File: src/rtl/dsc_pkg.sv
// ----------------------------------------------------------------------------
// dsc_pkg
// Types and constants shared by the distinct subsequence counter and its cells.
// ----------------------------------------------------------------------------
package dsc_pkg;

    localparam int MAX_PATTERN_DEF = 16;
    localparam int COUNT_W         = 32;
    localparam int CHAR_W          = 8;
    localparam int LEN_W           = 5;
    localparam int CFG_IDX_W       = 2;
    localparam int CFG_DATA_W      = 64;
    localparam int CHARS_PER_WORD  = CFG_DATA_W / CHAR_W;

    localparam logic [COUNT_W-1:0] COUNT_MAX = {COUNT_W{1'b1}};

    // configuration register indexes
    typedef enum logic [CFG_IDX_W-1:0] {
        REG_PATTERN_LENGTH     = 2'd0,
        REG_PATTERN_CHARS_LOW  = 2'd1,
        REG_PATTERN_CHARS_HIGH = 2'd2
    } cfg_reg_t;

    // input actions
    typedef enum logic {
        ACT_RESTART = 1'b0,
        ACT_CHAR    = 1'b1
    } action_t;

    typedef struct packed {
        logic              action;
        logic [CHAR_W-1:0] text_char;
    } in_t;

    typedef struct packed {
        logic [COUNT_W-1:0] match_count;
        logic               saturated;
    } out_t;

    // control broadcast to every cell
    typedef struct packed {
        logic              clear;
        logic              step;
        logic [CHAR_W-1:0] text_char;
    } cell_ctrl_t;

endpackage

File: src/rtl/distinct_subsequence_counter.sv
// ----------------------------------------------------------------------------
// distinct_subsequence_counter
// Counts distinct subsequences of a streamed text that equal a configured
// pattern, with one saturating count cell per pattern prefix.
// ----------------------------------------------------------------------------
// A beat is taken in every cycle in which the result register is empty or
// being drained: a text character updates each matching active prefix cell in
// the same clock, from its own count and its left neighbor's, and the count
// for the whole pattern appears on the result channel in the cycle after the
// input beat. The single result register sets the pace, so the block sustains
// one item per cycle while the result side keeps up. A restart beat clears
// every cell and the saturation flag. Configuration writes are always accepted.
// ----------------------------------------------------------------------------
module distinct_subsequence_counter #(
    parameter int MAX_PATTERN = dsc_pkg::MAX_PATTERN_DEF
) (
    input  logic                            aclk,
    input  logic                            aresetn,
    input  logic                            s_valid,
    output logic                            s_ready,
    input  dsc_pkg::in_t                    s_data,
    output logic                            m_valid,
    input  logic                            m_ready,
    output dsc_pkg::out_t                   m_data,
    input  logic                            cfg_valid,
    output logic                            cfg_ready,
    input  logic [dsc_pkg::CFG_IDX_W-1:0]   cfg_addr,
    input  logic [dsc_pkg::CFG_DATA_W-1:0]  cfg_wdata
);

    logic [dsc_pkg::LEN_W-1:0]        pattern_length_reg;
    logic [2*dsc_pkg::CFG_DATA_W-1:0] pattern_chars_reg;
    logic [dsc_pkg::LEN_W-1:0]        act_len;

    logic                             out_valid_reg;
    dsc_pkg::out_t                    out_data_reg;
    logic                             sat_reg;
    logic                             sat_next;

    logic                             accept;
    dsc_pkg::cell_ctrl_t              ctrl;
    logic [dsc_pkg::COUNT_W-1:0]      counts      [MAX_PATTERN];
    logic [dsc_pkg::COUNT_W-1:0]      counts_next [MAX_PATTERN];
    logic [MAX_PATTERN-1:0]           hits;
    logic [dsc_pkg::COUNT_W-1:0]      full_next;

    // configuration
    assign cfg_ready = 1'b1;

    always_ff @(posedge aclk) begin
        if (!aresetn) begin
            pattern_length_reg <= '0;
            pattern_chars_reg  <= '0;
        end else if (cfg_valid) begin
            unique case (cfg_addr)
                dsc_pkg::REG_PATTERN_LENGTH: begin
                    pattern_length_reg <= cfg_wdata[dsc_pkg::LEN_W-1:0];
                end
                dsc_pkg::REG_PATTERN_CHARS_LOW: begin
                    pattern_chars_reg[dsc_pkg::CFG_DATA_W-1:0] <= cfg_wdata;
                end
                dsc_pkg::REG_PATTERN_CHARS_HIGH: begin
                    pattern_chars_reg[2*dsc_pkg::CFG_DATA_W-1:dsc_pkg::CFG_DATA_W]
                        <= cfg_wdata;
                end
                default: begin
                end
            endcase
        end
    end

    assign act_len = (pattern_length_reg > dsc_pkg::LEN_W'(MAX_PATTERN))
                   ? dsc_pkg::LEN_W'(MAX_PATTERN) : pattern_length_reg;

    // input beat control
    assign s_ready = !out_valid_reg || m_ready;
    assign accept  = s_valid && s_ready;

    assign ctrl.clear     = accept && (s_data.action == dsc_pkg::ACT_RESTART);
    assign ctrl.step      = accept && (s_data.action == dsc_pkg::ACT_CHAR);
    assign ctrl.text_char = s_data.text_char;

    // cell chain
    for (genvar j = 0; j < MAX_PATTERN; j++) begin : g_cell
        logic [dsc_pkg::COUNT_W-1:0] shorter;
        if (j == 0) begin : g_first
            assign shorter = dsc_pkg::COUNT_W'(1);
        end else begin : g_rest
            assign shorter = counts[j-1];
        end

        dsc_cell u_cell (
            .aclk          (aclk),
            .aresetn       (aresetn),
            .ctrl          (ctrl),
            .active        (dsc_pkg::LEN_W'(j) < act_len),
            .pattern_char  (pattern_chars_reg[dsc_pkg::CHAR_W*j +: dsc_pkg::CHAR_W]),
            .shorter_count (shorter),
            .count         (counts[j]),
            .count_next    (counts_next[j]),
            .sat_hit       (hits[j])
        );
    end

    // full pattern count after this beat
    always_comb begin
        full_next = dsc_pkg::COUNT_W'(1);
        for (int j = 0; j < MAX_PATTERN; j++) begin
            if (act_len == dsc_pkg::LEN_W'(j + 1)) begin
                full_next = counts_next[j];
            end
        end
    end

    assign sat_next = ctrl.clear ? 1'b0 : (sat_reg || (|hits));

    always_ff @(posedge aclk) begin
        if (!aresetn) begin
            sat_reg <= 1'b0;
        end else begin
            sat_reg <= sat_next;
        end
    end

    // result register
    always_ff @(posedge aclk) begin
        if (!aresetn) begin
            out_valid_reg <= 1'b0;
        end else if (accept) begin
            out_valid_reg <= 1'b1;
        end else if (m_ready) begin
            out_valid_reg <= 1'b0;
        end
    end

    always_ff @(posedge aclk) begin
        if (accept) begin
            out_data_reg.match_count <= full_next;
            out_data_reg.saturated   <= sat_next;
        end
    end

    assign m_valid = out_valid_reg;
    assign m_data  = out_data_reg;

endmodule

File: src/rtl/dsc_cell.sv
// ----------------------------------------------------------------------------
// dsc_cell
// One prefix count: adds the shorter prefix count on a matching character,
// saturating, and hands its count on to the next cell.
// ----------------------------------------------------------------------------
module dsc_cell (
    input  logic                         aclk,
    input  logic                         aresetn,
    input  dsc_pkg::cell_ctrl_t          ctrl,
    input  logic                         active,
    input  logic [dsc_pkg::CHAR_W-1:0]   pattern_char,
    input  logic [dsc_pkg::COUNT_W-1:0]  shorter_count,
    output logic [dsc_pkg::COUNT_W-1:0]  count,
    output logic [dsc_pkg::COUNT_W-1:0]  count_next,
    output logic                         sat_hit
);

    logic [dsc_pkg::COUNT_W-1:0] count_reg;
    logic [dsc_pkg::COUNT_W:0]   sum;
    logic                        upd;

    assign sum = {1'b0, count_reg} + {1'b0, shorter_count};
    assign upd = ctrl.step && active && (pattern_char == ctrl.text_char);

    always_comb begin
        count_next = count_reg;
        sat_hit    = 1'b0;
        if (ctrl.clear) begin
            count_next = '0;
        end else if (upd) begin
            if (sum[dsc_pkg::COUNT_W]) begin
                count_next = dsc_pkg::COUNT_MAX;
                sat_hit    = 1'b1;
            end else begin
                count_next = sum[dsc_pkg::COUNT_W-1:0];
            end
        end
    end

    always_ff @(posedge aclk) begin
        if (!aresetn) begin
            count_reg <= '0;
        end else begin
            count_reg <= count_next;
        end
    end

    assign count = count_reg;

endmodule

File: config.mk
export PLATFORM = sky130hd
export DESIGN_NAME = distinct_subsequence_counter
export DESIGN_NICKNAME = d
export VERILOG_FILES = /design/src/rtl/dsc_pkg.sv /design/src/rtl/distinct_subsequence_counter.sv /design/src/rtl/dsc_cell.sv
export SDC_FILE = /design/constraint.sdc
export NUM_CORES = 2
export LEC_CHECK = 0
export BUFFER_PORTS_ARGS = -buffer_cell sky130_fd_sc_hd__buf_2
export CORE_UTILIZATION = 34
export CTS_BUF_LIST = sky130_fd_sc_hd__clkbuf_16
export DETAILED_ROUTE_END_ITERATION = 12
export PLACE_DENSITY_LB_ADDON = 0.3
export SETUP_SLACK_MARGIN = 0.1
export SYNTH_ARGS = -nofsm -noshare
export SYNTH_HDL_FRONTEND = slang
export SYNTH_SLANG_ARGS = --single-unit
File: constraint.sdc
create_clock -name aclk -period 4.6 [get_ports aclk]
set_input_delay 0.92 -clock aclk [delete_from_list [all_inputs] [get_ports aclk]]
set_output_delay 0.92 -clock aclk [all_outputs]
set_load 0.01 [all_outputs]
==> flow_summary_export.csv <==
group,metric,value,unit
grt,grt_usage,30.95,%
worst_setup_path,crit_top_cell,"buf_6",
synth,async_reset_ff_share,0,%
place,dp_hpwl,205500,microns
worst_setup_path,setup.worst_path.class,"reg2reg",
place,place_congestion,1.042,
worst_setup_path,cp_num_buf_inv,3,
cts,cts.path.max_buffers,3,
detailed_routing,ant_nets,0,
synth,yosys_register_bits,680,
die,design.core.area,156900,sq um
sta,hold_viol,0,
die,row_count,145,
sta,post-route-period-util,97.71,%
grt,grt_max_degree,167,
cells_and_area,synthToLayoutAreaGrowth,20.70,%
grt,use_met1,39.47,%
cts,cts_root_buf,"clkbuf_16",
synth,seq_area_frac_synth,25.84,%
detailed_routing,remaining_drc_errors,0,
power,switchingPower,3742,uW
sta,rsz0062_at_grt,"yes",
synth,syn_avg_cell_area,7.628,sq um
detailed_routing,routed_wl,258600,microns
sta,max-slew-margin-rel,34.51,%
power,power_density,216.1,nW/um^2
sta,fmax,0.2225,GHz
sta,skew,0.03420,ns
job,cap_violations,0,
die,fp.dieW,400.4,microns
power,leakagePower,0.02739,uW
cts,clock-sinks,680,
power,p_total,14070,uW
die,die_y,400.4,microns
grt,grt-busiest-layer,"met2",
worst_setup_path,crit_required,5.04,ns
worst_setup_path,max_stage_delay,0.43,ns
synth,synth_most_common_cell,"nor2_1",
cts,cts_tree,"yes",
cells_and_area,design_area,65140,sq um
power,switching_share,26.59,%
grt,grt_use_met2,49.97,%
synth,synth_top_area_cell,"dfxtp_1",
die,start_util,34.39,%
sta,setup_viol,0,
power,intPower,10330,uW
worst_setup_path,crit_path_cell_trace,"ha_2, fa_2, a21oi_4, o211ai_1, a211oi_2, a211o_1, or3b_4, buf_6, buf_6, o22ai_4, nor2_4, o32ai_4, buf_6, o211ai_1, a211o_1, nand4_1, nand3_2",
place,placed_area,60990,sq um
cells_and_area,nets,8154,
cells_and_area,fin_util,41.51,%
grt,antenna_found_initial,14,
detailed_routing,first_pass_iters,6,
synth,yosysUniqueCellTypes,107,
synth,yosys-top-cells-area,"dfxtp_1, ha_1, a21oi_1",
worst_setup_path,worstSetupEndpointType,"flip-flop",
power,clock_power_share,50.7,%
die,die-area,160300,sq um
die,io_pins,116,
power,p_seq_share,43.0,%
cells_and_area,largest_reg_flops,512,
grt,grt_pass1_wl,374200,microns
grt,grt_pass1_vias,55510,
synth,synth_nets,7651,
cts,hold_buffers,0,
cts,cts_buffers,89,
worst_setup_path,worstSetupStartpointType,"flip-flop",
cts,path_clk_slew,0.07,ns
detailed_routing,via_count,58790,
cells_and_area,drive_gt1_share,15.62,%
sta,slew_violations,0,
cts,htreeDepth,3,
grt,grt.met3_usage,5.719,%
worst_setup_path,slowest_stage,"fa_2",
synth,synth_edf_count,33,
synth,synth_top_area_share,24.00,%
detailed_routing,wire_per_inst,26.62,microns
synth,syn_area,53970,sq um
worst_setup_path,critical_path.max_fanout,8,
synth,syn_inst,7075,
worst_setup_path,critPathArrivalTime,4.94,ns
cts,insertion_delay,0.74,ns
synth,yosys-top-cells-count,"nor2_1, a21oi_1, nand2_1",
sta,holdWs,0.4389,ns
place,portBuffers,114,
worst_hold_path,hold_path.class,"in2reg",
detailed_routing,vias_per_cell,6.052,
power,ir_drop,279.3,uV
detailed_routing,dr.first_iter.drc_count,5612,
outcome,status,"complete, no violations",
sta,period_needed,4.495,ns
power,pwr-share-comb,6.3,%
worst_setup_path,cp_top_family,"compound AO/OA/AOI/OAI gates",
synth,yosys_warnings,0,
grt,grt_remaining_overflow,0,
synth,synthFlopType,"dfxtp_1",
sta,tightest_slew,0.9787,ns
-- layout by cell type, fill, tap and decap left out, types with 99 or more instances in the layout --
cell      netlist  routed
buf_2          45     114
buf_4           4     606
dfxtp_1       647     632
nor3_1        169     157
xor2_1        205     204
nand2_1       658     652
nor2_1        817     809
inv_1         140     154
o21ai_0       512     495
a21o_1        187     187
o221ai_1      107      99
ha_1          481     474
a211oi_1      130     110
and2_1        139     135
a21oi_1       717     693
xnor2_1       345     345
nand3_1       152     145
o22ai_1       176     168
-- tightest hold or removal path: cells and delay by family --
family,cells,cell delay [ns]
buffers and inverters,1,0.10
AND/OR/NAND/NOR,1,0.05
AO/OA/AOI/OAI,1,0.05
-- cell families (layout without fill, tap and decap cells) --
group	after synthesis	count (layout)	share of synthesized area, %
fa+ha+maj	496	496	11.71
other cells	1	5	0.006948
buf+inv	486	1063	3.540
compound gates	2489	2489	29.58
mux	17	17	0.3176
simple gates	2356	2356	20.09
xor+xnor	550	550	8.925
flops	680	680	25.84
-- repair_timing --
item / CTS / global route
resized for setup: 87 / 165
pin swaps: 17 / 47
setup buffers: 7 / 10
setup endpoints to repair: 34 / 34
-- power by group through the flow --
stage / clock, uW / sequential (uW) / combinational [uW]
after floorplan: 0 / 6160 / 404
after global placement: 0 / 6180 / 845
after detailed placement: 0 / 6180 / 845
after CTS: 7220 / 6050 / 857
after global routing: 7420 / 6050 / 917
final: 7140 / 6050 / 883
-- final timing paths --
| check | startpoint | end | slack (ns) | depth (start not counted) |
|---|---|---|---|---|
| setup reg to reg | g_cell[1].u_cell.count[0] | m_data[8] | 0.11 | 17 |
| setup / recovery | g_cell[1].u_cell.count[0] | m_data[8] | 0.11 | 17 |
| hold / removal | cfg_wdata[59] | pattern_chars_reg[59] | 0.44 | 3 |
| hold reg to reg | pattern_chars_reg[116] | pattern_chars_reg[116] | 0.47 | 2 |
-- per-stage QoR --
step                      cells  setup WS, ns   TNS, ns
after floorplan            7075        0.4221         0
after global placement     9528       -0.7865    -9.180
after detailed placement   9528       -0.7297    -9.700
after CTS                  9700       0.01259         0
after global routing       9711      -0.01222  -0.01222
final                      9714        0.1052         0
-- metal layers --
layer / wire [microns] / part of all wire [%]
met1: 106100 / 41
met2: 115700 / 45
met3: 22140 / 8.6
met4: 14540 / 5.6
met5: 82 / 0.032
-- layout make-up --
cell class / count / area [sq um]
Timing Repair Buffer: 756 / 5792
Antenna cell: 4 / 10.01
Inverter: 142 / 540.5
Sequential cell: 680 / 13960
Clock inverter: 75 / 626.9
Clock buffer: 90 / 2252
Tap cell: 2058 / 2575
Multi-Input combinational cell: 5909 / 39380
Fill cell: 16070 / 91790
No activity file was read; power rests on OpenSTA's default activity.
